`src/sv/jjy_time_code_transmitter_assert.svh`:
```
// ----------------------------------------------------------------------------
// JJY time code transmitter assertion macros
// Concurrent assertion wrappers; empty bodies when SYNTHESIS is defined.
// ----------------------------------------------------------------------------
`ifndef JJY_TIME_CODE_TRANSMITTER_ASSERT_SVH
`define JJY_TIME_CODE_TRANSMITTER_ASSERT_SVH

`ifndef SYNTHESIS

// property that must hold at every clock edge out of reset
`define JJY_ASSERT_HOLD(label, clk, rst_n, prop) \
    label: assert property (@(posedge clk) disable iff (!rst_n) (prop)) \
        else $error("jjy assertion failed");

// antecedent in one cycle implies consequent in the next
`define JJY_ASSERT_NEXT(label, clk, rst_n, ante, cons) \
    label: assert property (@(posedge clk) disable iff (!rst_n) (ante) |=> (cons)) \
        else $error("jjy assertion failed");

`else

`define JJY_ASSERT_HOLD(label, clk, rst_n, prop)
`define JJY_ASSERT_NEXT(label, clk, rst_n, ante, cons)

`endif

`endif

```
`src/sv/jjy_pkg.sv`:
```
// ----------------------------------------------------------------------------
// JJY package
// Shared constants, symbol codes, control structs and BCD helper functions.
// ----------------------------------------------------------------------------
package jjy_pkg;

    // frame geometry
    localparam int SLOT_COUNT = 60;
    localparam int SLOT_W     = 6;
    localparam int MS_W       = 10;
    localparam logic [SLOT_W-1:0] LAST_SLOT = SLOT_W'(SLOT_COUNT - 1);

    // symbol codes
    localparam logic [1:0] SYM_ZERO = 2'd0;
    localparam logic [1:0] SYM_ONE  = 2'd1;
    localparam logic [1:0] SYM_MARK = 2'd2;

    // input operation codes
    localparam logic OP_LOAD = 1'b0;
    localparam logic OP_TICK = 1'b1;

    // configuration register indexes
    localparam logic [1:0] REG_MARKER_HIGH = 2'd0;
    localparam logic [1:0] REG_ONE_HIGH    = 2'd1;
    localparam logic [1:0] REG_ZERO_HIGH   = 2'd2;
    localparam logic [1:0] REG_SECOND_LEN  = 2'd3;

    // configuration reset values
    localparam logic [MS_W-1:0] MARKER_HIGH_RST = MS_W'(200);
    localparam logic [MS_W-1:0] ONE_HIGH_RST    = MS_W'(500);
    localparam logic [MS_W-1:0] ZERO_HIGH_RST   = MS_W'(800);
    localparam logic [MS_W-1:0] SECOND_LEN_RST  = MS_W'(1000);

    // control of one symbol cell
    typedef struct packed {
        logic load;
        logic shift;
    } cell_ctl_t;

    // one result beat
    typedef struct packed {
        logic              carrier_on;
        logic [SLOT_W-1:0] second_index;
        logic [1:0]        symbol_kind;
        logic              frame_done;
        logic              busy_res;
    } res_t;

    // quotient by ten through reciprocal multiply, exact for x below 1029
    function automatic logic [5:0] div10(input logic [8:0] x);
        logic [16:0] p;
        p = 17'(x) * 17'd205;
        return p[16:11];
    endfunction

    // remainder by ten given the quotient
    function automatic logic [3:0] rem10(input logic [8:0] x, input logic [5:0] q);
        logic [8:0] r;
        r = x - 9'(q) * 9'd10;
        return r[3:0];
    endfunction

    // quotient by one hundred, exact for x below 1000
    function automatic logic [2:0] div100(input logic [8:0] x);
        logic [14:0] p;
        p = 15'(x) * 15'd41;
        return p[14:12];
    endfunction

endpackage

```
`src/sv/jjy_sym_cell.sv`:
```
// ----------------------------------------------------------------------------
// JJY symbol cell
// Holds one frame symbol; loads from the frame builder or takes its
// neighbor's symbol when the frame advances one slot.
// ----------------------------------------------------------------------------
module jjy_sym_cell
    import jjy_pkg::*;
(
    input  logic       clk,
    input  cell_ctl_t  ctl,
    input  logic [1:0] load_sym,
    input  logic [1:0] next_sym,
    output logic [1:0] sym
);

    logic [1:0] sym_reg;
    logic [1:0] sym_next;

    // load wins over shift
    always_comb
    begin
        sym_next = sym_reg;
        if (ctl.load)
        begin
            sym_next = load_sym;
        end
        else if (ctl.shift)
        begin
            sym_next = next_sym;
        end
    end

    always_ff @(posedge clk)
    begin
        sym_reg <= sym_next;
    end

    assign sym = sym_reg;

endmodule

```
`src/sv/jjy_frame_builder.sv`:
```
// ----------------------------------------------------------------------------
// JJY frame builder
// Converts the binary time fields to BCD and lays out the 60 slot symbols.
// ----------------------------------------------------------------------------
module jjy_frame_builder
    import jjy_pkg::*;
(
    input  logic [5:0]                  minute_value,
    input  logic [4:0]                  hour_value,
    input  logic [8:0]                  day_of_year,
    input  logic [6:0]                  year_two_digits,
    input  logic [2:0]                  weekday_value,
    output logic [SLOT_COUNT-1:0][1:0]  frame
);

    logic [5:0] mn_t;
    logic [3:0] mn_u;
    logic [5:0] hr_t;
    logic [3:0] hr_u;
    logic [2:0] dy_h;
    logic [5:0] dy_q;
    logic [5:0] dy_qq;
    logic [3:0] dy_t;
    logic [3:0] dy_u;
    logic [5:0] yr_t;
    logic [3:0] yr_u;
    logic       hr_par;
    logic       mn_par;

    // digit split
    always_comb
    begin
        mn_t  = div10(9'(minute_value));
        mn_u  = rem10(9'(minute_value), mn_t);
        hr_t  = div10(9'(hour_value));
        hr_u  = rem10(9'(hour_value), hr_t);
        dy_h  = div100(day_of_year);
        dy_q  = div10(day_of_year);
        dy_u  = rem10(day_of_year, dy_q);
        dy_qq = div10(9'(dy_q));
        dy_t  = rem10(9'(dy_q), dy_qq);
        yr_t  = div10(9'(year_two_digits));
        yr_u  = rem10(9'(year_two_digits), yr_t);
        hr_par = ^{hr_t[1:0], hr_u};
        mn_par = ^{mn_t[2:0], mn_u};
    end

    // slot layout, unused slots stay binary zero
    always_comb
    begin
        frame = '0;
        frame[0]  = SYM_MARK;
        frame[9]  = SYM_MARK;
        frame[19] = SYM_MARK;
        frame[29] = SYM_MARK;
        frame[39] = SYM_MARK;
        frame[49] = SYM_MARK;
        frame[59] = SYM_MARK;
        // minute
        frame[1] = {1'b0, mn_t[2]};
        frame[2] = {1'b0, mn_t[1]};
        frame[3] = {1'b0, mn_t[0]};
        frame[5] = {1'b0, mn_u[3]};
        frame[6] = {1'b0, mn_u[2]};
        frame[7] = {1'b0, mn_u[1]};
        frame[8] = {1'b0, mn_u[0]};
        // hour
        frame[12] = {1'b0, hr_t[1]};
        frame[13] = {1'b0, hr_t[0]};
        frame[15] = {1'b0, hr_u[3]};
        frame[16] = {1'b0, hr_u[2]};
        frame[17] = {1'b0, hr_u[1]};
        frame[18] = {1'b0, hr_u[0]};
        // day of year
        frame[22] = {1'b0, dy_h[1]};
        frame[23] = {1'b0, dy_h[0]};
        frame[25] = {1'b0, dy_t[3]};
        frame[26] = {1'b0, dy_t[2]};
        frame[27] = {1'b0, dy_t[1]};
        frame[28] = {1'b0, dy_t[0]};
        frame[30] = {1'b0, dy_u[3]};
        frame[31] = {1'b0, dy_u[2]};
        frame[32] = {1'b0, dy_u[1]};
        frame[33] = {1'b0, dy_u[0]};
        // parity
        frame[36] = {1'b0, hr_par};
        frame[37] = {1'b0, mn_par};
        // year
        frame[41] = {1'b0, yr_t[3]};
        frame[42] = {1'b0, yr_t[2]};
        frame[43] = {1'b0, yr_t[1]};
        frame[44] = {1'b0, yr_t[0]};
        frame[45] = {1'b0, yr_u[3]};
        frame[46] = {1'b0, yr_u[2]};
        frame[47] = {1'b0, yr_u[1]};
        frame[48] = {1'b0, yr_u[0]};
        // weekday
        frame[50] = {1'b0, weekday_value[2]};
        frame[51] = {1'b0, weekday_value[1]};
        frame[52] = {1'b0, weekday_value[0]};
    end

endmodule

```
`src/sv/jjy_time_code_transmitter.sv`:
```
// ----------------------------------------------------------------------------
// JJY time code transmitter
// Builds the JJY minute frame on load and gives the carrier keying envelope
// one tick beat at a time.
//
//   channel   direction   handshake              payload
//   input     in          in_valid / in_stall    op and time fields
//   output    out         out_valid / out_stall  envelope and slot status
//   config    in          cfg_wr_en              cfg_index, cfg_data
//
// One beat is accepted per cycle while in_stall is low; the accepting edge
// loads its result into the output register, which offers it from the
// next cycle on, or, while the output is stalled, into a skid register of
// one entry; in_stall is high only while it is full. The slot symbols sit
// in a rotating chain of 60 cells and the current slot is always read
// from cell 0, so a tick costs one counter compare. Reset puts the block
// idle with default timing registers; the symbol cells are not cleared.
// ----------------------------------------------------------------------------
`include "jjy_time_code_transmitter_assert.svh"

module jjy_time_code_transmitter
    import jjy_pkg::*;
(
    input  logic              clk,
    input  logic              rst_n,
    // input channel
    input  logic              in_valid,
    output logic              in_stall,
    input  logic              op,
    input  logic [5:0]        minute_value,
    input  logic [4:0]        hour_value,
    input  logic [8:0]        day_of_year,
    input  logic [6:0]        year_two_digits,
    input  logic [2:0]        weekday_value,
    // output channel
    output logic              out_valid,
    input  logic              out_stall,
    output logic              carrier_on,
    output logic [SLOT_W-1:0] second_index,
    output logic [1:0]        symbol_kind,
    output logic              frame_done,
    output logic              busy_res,
    // configuration
    input  logic              cfg_wr_en,
    input  logic [1:0]        cfg_index,
    input  logic [MS_W-1:0]   cfg_data
);

    logic [SLOT_COUNT-1:0][1:0] build_frame;
    logic [1:0]                 cell_sym [SLOT_COUNT];
    cell_ctl_t                  cell_ctl;

    logic [MS_W-1:0]   marker_high_reg;
    logic [MS_W-1:0]   one_high_reg;
    logic [MS_W-1:0]   zero_high_reg;
    logic [MS_W-1:0]   second_len_reg;

    logic [SLOT_W-1:0] slot_reg;
    logic [SLOT_W-1:0] slot_next;
    logic [MS_W-1:0]   tick_reg;
    logic [MS_W-1:0]   tick_next;
    logic              sending_reg;
    logic              sending_next;

    res_t              out_reg;
    res_t              out_next;
    res_t              skid_reg;
    res_t              skid_next;
    logic              out_valid_reg;
    logic              out_valid_next;
    logic              skid_valid_reg;
    logic              skid_valid_next;

    logic              in_acc;
    logic              out_fire;
    logic [1:0]        cur_sym;
    logic [MS_W-1:0]   high_ms;
    logic [MS_W-1:0]   len_m1;
    logic              slot_last;
    logic              frame_last;
    res_t              res_c;

    assign in_stall = skid_valid_reg;
    assign in_acc   = in_valid & ~skid_valid_reg;
    assign out_fire = out_valid_reg & ~out_stall;

    // frame layout from the time fields
    jjy_frame_builder u_builder (
        .minute_value    (minute_value),
        .hour_value      (hour_value),
        .day_of_year     (day_of_year),
        .year_two_digits (year_two_digits),
        .weekday_value   (weekday_value),
        .frame           (build_frame)
    );

    // rotating chain of symbol cells, cell 0 holds the current slot
    genvar gi;
    generate
        for (gi = 0; gi < SLOT_COUNT; gi++)
        begin : g_cell
            jjy_sym_cell u_cell (
                .clk      (clk),
                .ctl      (cell_ctl),
                .load_sym (build_frame[gi]),
                .next_sym (cell_sym[(gi + 1) % SLOT_COUNT]),
                .sym      (cell_sym[gi])
            );
        end
    endgenerate

    assign cur_sym = cell_sym[0];

    // per-tick envelope decision
    always_comb
    begin
        case (cur_sym)
            SYM_MARK: high_ms = marker_high_reg;
            SYM_ONE:  high_ms = one_high_reg;
            default:  high_ms = zero_high_reg;
        endcase
        len_m1     = (second_len_reg == '0) ? '0 : second_len_reg - MS_W'(1);
        slot_last  = tick_reg >= len_m1;
        frame_last = slot_last && (slot_reg == LAST_SLOT);
    end

    // result of the beat and next counter state
    always_comb
    begin
        res_c        = '0;
        slot_next    = slot_reg;
        tick_next    = tick_reg;
        sending_next = sending_reg;
        cell_ctl     = '0;
        if (in_acc)
        begin
            if (op == OP_LOAD)
            begin
                res_c.symbol_kind = SYM_MARK;
                res_c.busy_res    = 1'b1;
                slot_next         = '0;
                tick_next         = '0;
                sending_next      = 1'b1;
                cell_ctl.load     = 1'b1;
            end
            else if (sending_reg)
            begin
                res_c.carrier_on   = tick_reg < high_ms;
                res_c.second_index = slot_reg;
                res_c.symbol_kind  = cur_sym;
                res_c.frame_done   = frame_last;
                res_c.busy_res     = 1'b1;
                if (slot_last)
                begin
                    tick_next      = '0;
                    cell_ctl.shift = 1'b1;
                    if (frame_last)
                    begin
                        slot_next    = '0;
                        sending_next = 1'b0;
                    end
                    else
                    begin
                        slot_next = slot_reg + SLOT_W'(1);
                    end
                end
                else
                begin
                    tick_next = tick_reg + MS_W'(1);
                end
            end
        end
    end

    // output register with one skid entry
    always_comb
    begin
        out_next        = out_reg;
        skid_next       = skid_reg;
        out_valid_next  = out_valid_reg;
        skid_valid_next = skid_valid_reg;
        if (skid_valid_reg)
        begin
            if (out_fire)
            begin
                out_next        = skid_reg;
                skid_valid_next = 1'b0;
            end
        end
        else if (in_acc)
        begin
            if (!out_valid_reg || out_fire)
            begin
                out_next       = res_c;
                out_valid_next = 1'b1;
            end
            else
            begin
                skid_next       = res_c;
                skid_valid_next = 1'b1;
            end
        end
        else if (out_fire)
        begin
            out_valid_next = 1'b0;
        end
    end

    // control state
    always_ff @(posedge clk or negedge rst_n)
    begin
        if (!rst_n)
        begin
            slot_reg        <= '0;
            tick_reg        <= '0;
            sending_reg     <= 1'b0;
            out_valid_reg   <= 1'b0;
            skid_valid_reg  <= 1'b0;
            marker_high_reg <= MARKER_HIGH_RST;
            one_high_reg    <= ONE_HIGH_RST;
            zero_high_reg   <= ZERO_HIGH_RST;
            second_len_reg  <= SECOND_LEN_RST;
        end
        else
        begin
            slot_reg       <= slot_next;
            tick_reg       <= tick_next;
            sending_reg    <= sending_next;
            out_valid_reg  <= out_valid_next;
            skid_valid_reg <= skid_valid_next;
            if (cfg_wr_en)
            begin
                unique case (cfg_index)
                    REG_MARKER_HIGH: marker_high_reg <= cfg_data;
                    REG_ONE_HIGH:    one_high_reg    <= cfg_data;
                    REG_ZERO_HIGH:   zero_high_reg   <= cfg_data;
                    REG_SECOND_LEN:  second_len_reg  <= cfg_data;
                    default:         second_len_reg  <= second_len_reg;
                endcase
            end
        end
    end

    // result payload
    always_ff @(posedge clk)
    begin
        out_reg  <= out_next;
        skid_reg <= skid_next;
    end

    assign out_valid    = out_valid_reg;
    assign carrier_on   = out_reg.carrier_on;
    assign second_index = out_reg.second_index;
    assign symbol_kind  = out_reg.symbol_kind;
    assign frame_done   = out_reg.frame_done;
    assign busy_res     = out_reg.busy_res;

    // checks
    `JJY_ASSERT_HOLD(a_skid_needs_out, clk, rst_n, !skid_valid_reg || out_valid_reg)
    `JJY_ASSERT_HOLD(a_slot_in_frame, clk, rst_n, slot_reg <= LAST_SLOT)
    `JJY_ASSERT_HOLD(a_done_on_last_slot, clk, rst_n,
        !(out_valid_reg && out_reg.frame_done) ||
        (out_reg.second_index == LAST_SLOT && out_reg.busy_res))
    `JJY_ASSERT_NEXT(a_idle_after_frame, clk, rst_n,
        in_acc && op == OP_TICK && sending_reg && frame_last,
        !sending_reg && slot_reg == '0)
    `JJY_ASSERT_NEXT(a_load_starts_frame, clk, rst_n, in_acc && op == OP_LOAD,
        sending_reg && slot_reg == '0 && tick_reg == '0 && cur_sym == SYM_MARK)

endmodule

```
`config.mk`:
```
export PLATFORM = sky130hd
export DESIGN_NAME = jjy_time_code_transmitter
export DESIGN_NICKNAME = d
export VERILOG_FILES = /design/src/sv/jjy_pkg.sv /design/src/sv/jjy_sym_cell.sv /design/src/sv/jjy_frame_builder.sv /design/src/sv/jjy_time_code_transmitter.sv
export VERILOG_INCLUDE_DIRS = /design/src /design/src/sv
export SDC_FILE = /design/constraint.sdc
export NUM_CORES = 1
export LEC_CHECK = 0
export ABC_CLOCK_PERIOD_IN_PS = 14950
export BUFFER_PORTS_ARGS = -buffer_cell sky130_fd_sc_hd__buf_2
export CORE_MARGIN = 5
export CORE_UTILIZATION = 50
export DETAILED_ROUTE_END_ITERATION = 12
export GPL_ROUTABILITY_DRIVEN = 1
export PLACE_DENSITY = 0.67
export REMOVE_ABC_BUFFERS = 1
export SLEW_MARGIN = 40
export SYNTH_ARGS = -nofsm -noshare
export SYNTH_HDL_FRONTEND = slang
export SYNTH_HIERARCHICAL = 1
export SYNTH_SLANG_ARGS = --single-unit
```
`constraint.sdc`:
```
create_clock -name clk -period 14.95 [get_ports clk]
set_input_delay 0 -clock clk [delete_from_list [all_inputs] [get_ports clk]]
set_output_delay 0 -clock clk [all_outputs]
set_load 0.1 [all_outputs]
```
==> impl_metrics.ini, run 1 <==
[run_status]
run_status = finished, final reports clean

[routing]
first_iter_violations = 359
drtPass1Iterations = 4
post_drt_wl_per_cell_um = 14.3
dr_total_vias = 8819
post_drt_via_cell_ratio = 5.04
remaining_drc_errors = 0
ant_nets = 0
routed_wirelength_um = 25100

[synthesis]
yosysSeqAreaShare_pct = 38.2
netlist_instances = 1259
yosysWarnings = 6
synth_cell_type_count = 77
synthFlopType = sky130_fd_sc_hd__edfxtp_1
postSynth.asyncResetShare_pct = 29.4
netlist_area_um2 = 15100
synth-seq-cells = 201
synth_edf_count = 142
postSynthAreaPerCell_um2 = 12.0

[floorplan]
die-area_um2 = 33800
io_pins = 61
initial_core_util_pct = 50.8
chipHeight_um = 184
core_area_um2 = 29700
rows = 63
die_width_um = 184

[clock_tree]
htreeDepth = 1
post_cts_resized = 0
clockRootBuffer = sky130_fd_sc_hd__clkbuf_16
number_of_sinks_on_the_clock_net = 201
cts_tree = built
numCtsBuffers = 22
clockBufferDepth = 3
clock_transition_at_path_regs_ns = 0.06
insertion_delay_ns = 0.49

[critical_path]
arrival_ns = 7.57
critical_path.most_common_cell = sky130_fd_sc_hd__ha_1
timing.critical_path.to_type = register
critPathRequiredTime_ns = 15.20
setup.worst_path.start_class = primary input
max_stage_delay_ns = 0.53
timing_worst_setup_path_type = primary input to register
worst_path_max_fanout = 6
crit_slowest_cell = sky130_fd_sc_hd__dlygate4sd3_1

[sta]
grt_setup_unrepaired = no
timing.final.crit_share_pct = 49.0
slew_headroom_pct = 45.6
clock.fmax_mhz = 137
hold_ws_ns = 0.0714
tightest_slew_ns = 0.816
final-max-slew-violation-count = 0
finalSetupViolations = 0
final.setup_skew_ns = 0.0182
finalHoldViolations = 0
setup-tns-final_ns = 0
minimum_clock_period_after_layout_ns = 7.32

[min_path]
path_type_of_the_worst_min_delay_path = primary input to register

[global_routing]
busiest_layer = met2
grt_antenna_before_repair = 0
grt_use_met2_pct = 26.8
gr-usage-met3_pct = 1.62
first_pass_grt_wire_length_um = 43100
use_met1_pct = 20.1
gr-usage-all-layers_pct = 15.1
grt_remaining_overflow = 0
first_global_vias = 9127
grt_max_degree = 100

[cells_and_area]
finish.net_count = 1643
postLayoutCoreUtil_pct = 55.1
layout_commonest_cell = sky130_fd_sc_hd__ha_1
multi_input_comb_area_um2 = 8360
seqCellArea_um2 = 5760
antennaDiodeCount = 0
flow.area_growth_from_synthesis_pct = 8.51
largest_reg_flops = 120
fillers = 2591
final_layout_size_suffix_gt1_share_pct = 27.8
leading_cell_types_in_the_layout_fill_and_taps_excluded = sky130_fd_sc_hd__ha_1, sky130_fd_sc_hd__mux2_2, sky130_fd_sc_hd__edfxtp_1

[power_and_ir_drop]
static-leakage-power_nw = 7.62
vdd.ir_drop.worst_mv = 0.136
p_per_area_nw_per_um2 = 165

[place]
detailedPlacementHpwl_um = 18900
numPortBuffers = 60
place_congestion = 0.848

[flow_run]
max_cap_violations = 0
[layout make-up]
cell class                      count  area share, %
Clock inverter                      5          0.137
Clock buffer                       33           3.99
Sequential cell                   201           35.2
Timing Repair Buffer               87           3.45
Tap cell                          390           2.98
Multi-Input combinational cell    895           51.0
Inverter                          140           3.21
[worst paths after layout]
kind	from	endpoint	slack (ns)	cells past startpoint
max	day_of_year[0]	g_cell[25].u_cell/sym[0]	7.63	33
min	year_two_digits[2]	g_cell[46].u_cell/sym[0]	0.07	3
max reg2reg	second_len_reg[4]	g_cell[43].u_cell/sym[0]	11.07	12
min reg2reg	zero_high_reg[2]	zero_high_reg[2]	0.51	1
max in group asynchronous	rst_n	marker_high_reg[3]	14.40	3
min in group asynchronous	rst_n	slot_reg[3]	0.13	3
[metal layers]
metal,wire [um],vias up
li1,-,4446
met1,11800,4263
met2,12300,79
met3,732,31
met4,327,0
met5,0,-
[metrics by stage]
step | worst slack (ns) | power [mW] | area (um^2) | instances
5_1_grt | 7.28 | 2.96 | 16400 | 1751
4_1_cts | 7.60 | 2.75 | 16400 | 1751
3_3_place_gp | 7.59 | 2.15 | 15500 | 1691
6_report | 7.63 | 2.70 | 16400 | 1751
3_5_place_dp | 7.41 | 2.22 | 15500 | 1691
2_1_floorplan | 6.53 | 1.93 | 14600 | 1236
[critical path, delay by kind of cell]
kind	cells	cell delay, ns
mux	1	0.26
buf+inv	6	0.90
compound gates	7	1.42
xor+xnor	5	1.05
simple gates	3	0.32
fa+ha+maj	11	3.60
[logic make-up (layout without fill, tap and decap cells)]
group | count (synthesis) | after routing | synth area share, %
buf+inv | 245 | 265 | 8.60
flops | 201 | 201 | 38.2
xor+xnor | 64 | 64 | 4.12
simple gates | 219 | 219 | 8.22
compound gates | 108 | 108 | 5.38
mux | 172 | 172 | 12.8
other cells | 2 | 84 | 0.0497
fa+ha+maj | 248 | 248 | 22.6
[cell usage after synthesis, types with 4 or more instances]
cell type	n	area share [%]
sky130_fd_sc_hd__or3_1	5	0.21
sky130_fd_sc_hd__nand3b_1	4	0.20
sky130_fd_sc_hd__inv_1	140	3.5
sky130_fd_sc_hd__o21ai_0	11	0.36
sky130_fd_sc_hd__and3_1	13	0.54
sky130_fd_sc_hd__a21o_1	11	0.55
sky130_fd_sc_hd__a21oi_2	4	0.23
sky130_fd_sc_hd__ha_1	206	17
sky130_fd_sc_hd__nand3_1	15	0.50
sky130_fd_sc_hd__mux2_2	169	13
sky130_fd_sc_hd__nor3_1	10	0.33
sky130_fd_sc_hd__xnor2_1	33	1.9
sky130_fd_sc_hd__nor2b_1	4	0.17
sky130_fd_sc_hd__a41o_1	4	0.27
sky130_fd_sc_hd__buf_4	94	4.7
sky130_fd_sc_hd__a21oi_1	32	1.1
sky130_fd_sc_hd__edfxtp_1	142	28
sky130_fd_sc_hd__or2_2	65	2.7
sky130_fd_sc_hd__xor2_1	26	1.5
sky130_fd_sc_hd__dfrtp_1	41	6.8
sky130_fd_sc_hd__dfstp_2	18	3.1
sky130_fd_sc_hd__clkbuf_1	4	0.099
sky130_fd_sc_hd__nand2_1	39	0.97
sky130_fd_sc_hd__nand4_1	6	0.25
sky130_fd_sc_hd__fa_1	42	5.6
sky130_fd_sc_hd__nor2_1	32	0.80
sky130_fd_sc_hd__a22oi_1	10	0.50
sky130_fd_sc_hd__nand2b_1	5	0.21
[report_power, final]
part / switching, mW / internal, mW
combinational: 0.775 / 0.651
clock: 0.207 / 0.301
sequential: 0.0460 / 0.723
total: 1.03 / 1.68
[what timing repair did]
item                                   CTS  global route
endpoints found under the hold margin  105             0
buffers inserted                         0             0
hold buffers                            22             0
Power figures use the tool's default switching activity.
==> inputs of run 2 (changes only) <==
--- a/config.mk
+++ b/config.mk
@@ -6,13 +6,13 @@
 export SDC_FILE = /design/constraint.sdc
 export NUM_CORES = 1
 export LEC_CHECK = 0
-export ABC_CLOCK_PERIOD_IN_PS = 14950
+export ABC_CLOCK_PERIOD_IN_PS = 6300
 export BUFFER_PORTS_ARGS = -buffer_cell sky130_fd_sc_hd__buf_2
 export CORE_MARGIN = 5
 export CORE_UTILIZATION = 50
 export DETAILED_ROUTE_END_ITERATION = 12
 export GPL_ROUTABILITY_DRIVEN = 1
-export PLACE_DENSITY = 0.67
+export PLACE_DENSITY = 0.69
 export REMOVE_ABC_BUFFERS = 1
 export SLEW_MARGIN = 40
 export SYNTH_ARGS = -nofsm -noshare
==> constraint.sdc (replaced) <==
create_clock -name clk -period 6.3 [get_ports clk]
set_input_delay 0 -clock clk [delete_from_list [all_inputs] [get_ports clk]]
set_output_delay 0 -clock clk [all_outputs]
set_load 0.1 [all_outputs]
==> run 2 against run 1 <==
Effect of this change:
- the run now ends with setup timing left
- power increased to 2.6 times the previous value
- setup slack got worse by 7.7 ns
- global-route usage increased by 0.57 points
- hold slack got worse by 0.066 ns
- die area unchanged
- non-clock buffer count increased by 42
- routed wire length increased by 2.4%
- via count increased by 3.4%
- final cell count increased by 2.5%
- critical endpoint unchanged
- largest cell class unchanged
- largest power group unchanged
==> impl_metrics.ini, run 2 (synthesized netlist as in run 1, its figures left out) <==
[run_status]
run_status = finished with violations
failing_checks = setup timing

[critical_path]
setup.worst_path.start_class = primary input
worst_path_max_fanout = 6
critical_path.reg2reg.endpoint = g_cell[48].u_cell/sym[1]
timing.critical_path.to_type = register
reg2regPathDepth = 12
crit-reg2reg-launch = second_len_reg[4]
critical_path.most_common_cell = sky130_fd_sc_hd__ha_4
critPathRequiredTime_ns = 6.53
max_stage_delay_ns = 0.57
crit_slowest_cell = sky130_fd_sc_hd__fa_1
timing_worst_setup_path_type = primary input to register
r2r_setup_slack_ns = 2.27
arrival_ns = 6.60

[floorplan]
io_pins = 61
rows = 63
core_area_um2 = 29700
chipHeight_um = 184
initial_core_util_pct = 50.8
die-area_um2 = 33800
die_width_um = 184

[sta]
minimum_clock_period_after_layout_ns = 6.37
finalSetupViolations = 1
final.setup_skew_ns = 0.0166
timing.final.crit_share_pct = 101
tightest_slew_ns = 0.868
final-max-slew-violation-count = 0
grt_setup_unrepaired = yes
clock.fmax_mhz = 157
final.setup.worst_slack_ns = -0.0726
finalHoldViolations = 0
slew_headroom_pct = 42.1
hold_ws_ns = 0.00579

[global_routing]
grt_antenna_before_repair = 0
first_pass_grt_wire_length_um = 44900
grt_max_degree = 181
gr-usage-all-layers_pct = 15.6
first_global_vias = 9631
grt_remaining_overflow = 0

[cells_and_area]
fin_cells = 1795
antennaDiodeCount = 0
flow.area_growth_from_synthesis_pct = 12.8
largest_reg_flops = 120
final_layout_size_suffix_gt1_share_pct = 33.0
leading_cell_types_in_the_layout_fill_and_taps_excluded = sky130_fd_sc_hd__ha_1, sky130_fd_sc_hd__mux2_2, sky130_fd_sc_hd__edfxtp_1
finish.net_count = 1685
layout_commonest_cell = sky130_fd_sc_hd__ha_1
fillers = 2481

[place]
numPortBuffers = 60
place_congestion = 0.844
detailedPlacementHpwl_um = 18900
numPlacedInstances = 1727

[flow_run]
max_cap_violations = 0

[clock_tree]
cts_tree = built
numCtsBuffers = 22
clockBufferDepth = 3
insertion_delay_ns = 0.49
clockRootBuffer = sky130_fd_sc_hd__clkbuf_16
clock_transition_at_path_regs_ns = 0.06
number_of_sinks_on_the_clock_net = 201
htreeDepth = 1

[min_path]
worstHoldEndpoint = marker_high_reg[0]
whs_path_depth = 3
min_from = cfg_index[0]
path_type_of_the_worst_min_delay_path = primary input to register

[routing]
routed_wirelength_um = 25700
dr_total_vias = 9117
remaining_drc_errors = 0
post_drt_wl_per_cell_um = 14.3
ant_nets = 0
post_drt_via_cell_ratio = 5.08
first_iter_violations = 471
drtPass1Iterations = 4

[power_and_ir_drop]
static-leakage-power_nw = 7.87
vdd.ir_drop.worst_mv = 0.344
p_per_area_nw_per_um2 = 413
run 2: cell count changes in the layout (fill, tap and decap cells not counted), moves of 3 or more:
cell                      delta
sky130_fd_sc_hd__a21oi_1     -3
sky130_fd_sc_hd__buf_2       -4
sky130_fd_sc_hd__buf_4      +44
sky130_fd_sc_hd__ha_1       -18
sky130_fd_sc_hd__ha_2        +5
sky130_fd_sc_hd__ha_4       +13
sky130_fd_sc_hd__inv_1       -6
sky130_fd_sc_hd__inv_2       +6
sky130_fd_sc_hd__xnor2_1     -5
sky130_fd_sc_hd__xnor2_2     +5
run 2: worst max-delay path: cells and delay by family:
family / cells / cell delay (ns)
adder cells (fa/ha/maj): 11 / 3.55
AO/OA/AOI/OAI: 7 / 1.33
XOR/XNOR: 4 / 0.73
buffers and inverters: 6 / 0.42
AND/OR/NAND/NOR: 3 / 0.32
multiplexers: 1 / 0.26
run 2: final cells by class:
cell class	instances	area, um^2	area share (%)
multi-input combinational	895	8670	50.9
sequential	201	5760	33.8
timing repair buffer	129	912	5.36
clock buffer	31	627	3.68
inverter	140	526	3.09
tap	390	488	2.87
clock inverter	9	46.3	0.272
run 2: worst max path at each step:
stage                              start                  endpoint  slack (ns)  cells after the start
after detailed placement  day_of_year[6]  g_cell[25].u_cell/sym[0]       -1.01                     31
after global routing      day_of_year[3]  g_cell[25].u_cell/sym[0]       -0.33                     32
after floorplan                 in_stall   g_cell[0].u_cell/sym[1]       -2.12                      3
after global placement    day_of_year[6]  g_cell[25].u_cell/sym[0]       -0.91                     31
after CTS                 day_of_year[3]  g_cell[25].u_cell/sym[0]      -0.002                     32
final                     day_of_year[3]  g_cell[25].u_cell/sym[0]       -0.07                     32
run 2: per-stage QoR:
step                utilization, %  power (mW)  cell area [um^2]  setup TNS, ns  setup WS [ns]
finish                        57.3        7.04             17000        -0.0726        -0.0726
global route                  57.3        7.68             17000         -0.326         -0.326
CTS                           57.1        7.06             17000       -0.00213       -0.00213
detailed placement            53.0        5.41             15800          -1.54          -1.01
global placement              53.0        5.27             15800          -1.35         -0.915
floorplan                        -        4.57             14600        -487.31          -2.12
run 2: metal layers:
layer	vias up	routed length [um]	track usage, %
met1	4468	11700	20.8
li1	4525	-	-
met2	97	12900	28.0
met5	-	0	0
met4	0	405	3.14
met3	27	706	1.52
run 2: report_power, final:
| group | switching [mW] | total, mW | internal, mW |
|---|---|---|---|
| sequential | 0.107 | 1.82 | 1.72 |
| clock | 0.490 | 1.18 | 0.695 |
| combinational | 2.09 | 4.03 | 1.94 |
run 2: what timing repair did:
| action | 4_1_cts | 5_1_grt |
|---|---|---|
| gates resized for setup | 47 | 7 |
| hold buffers | 21 | 0 |
| endpoints found under the setup margin | 1 | 1 |
| pin swaps | 38 | 10 |
| endpoints found under the hold margin | 104 | 0 |
| setup buffers | 3 | 4 |
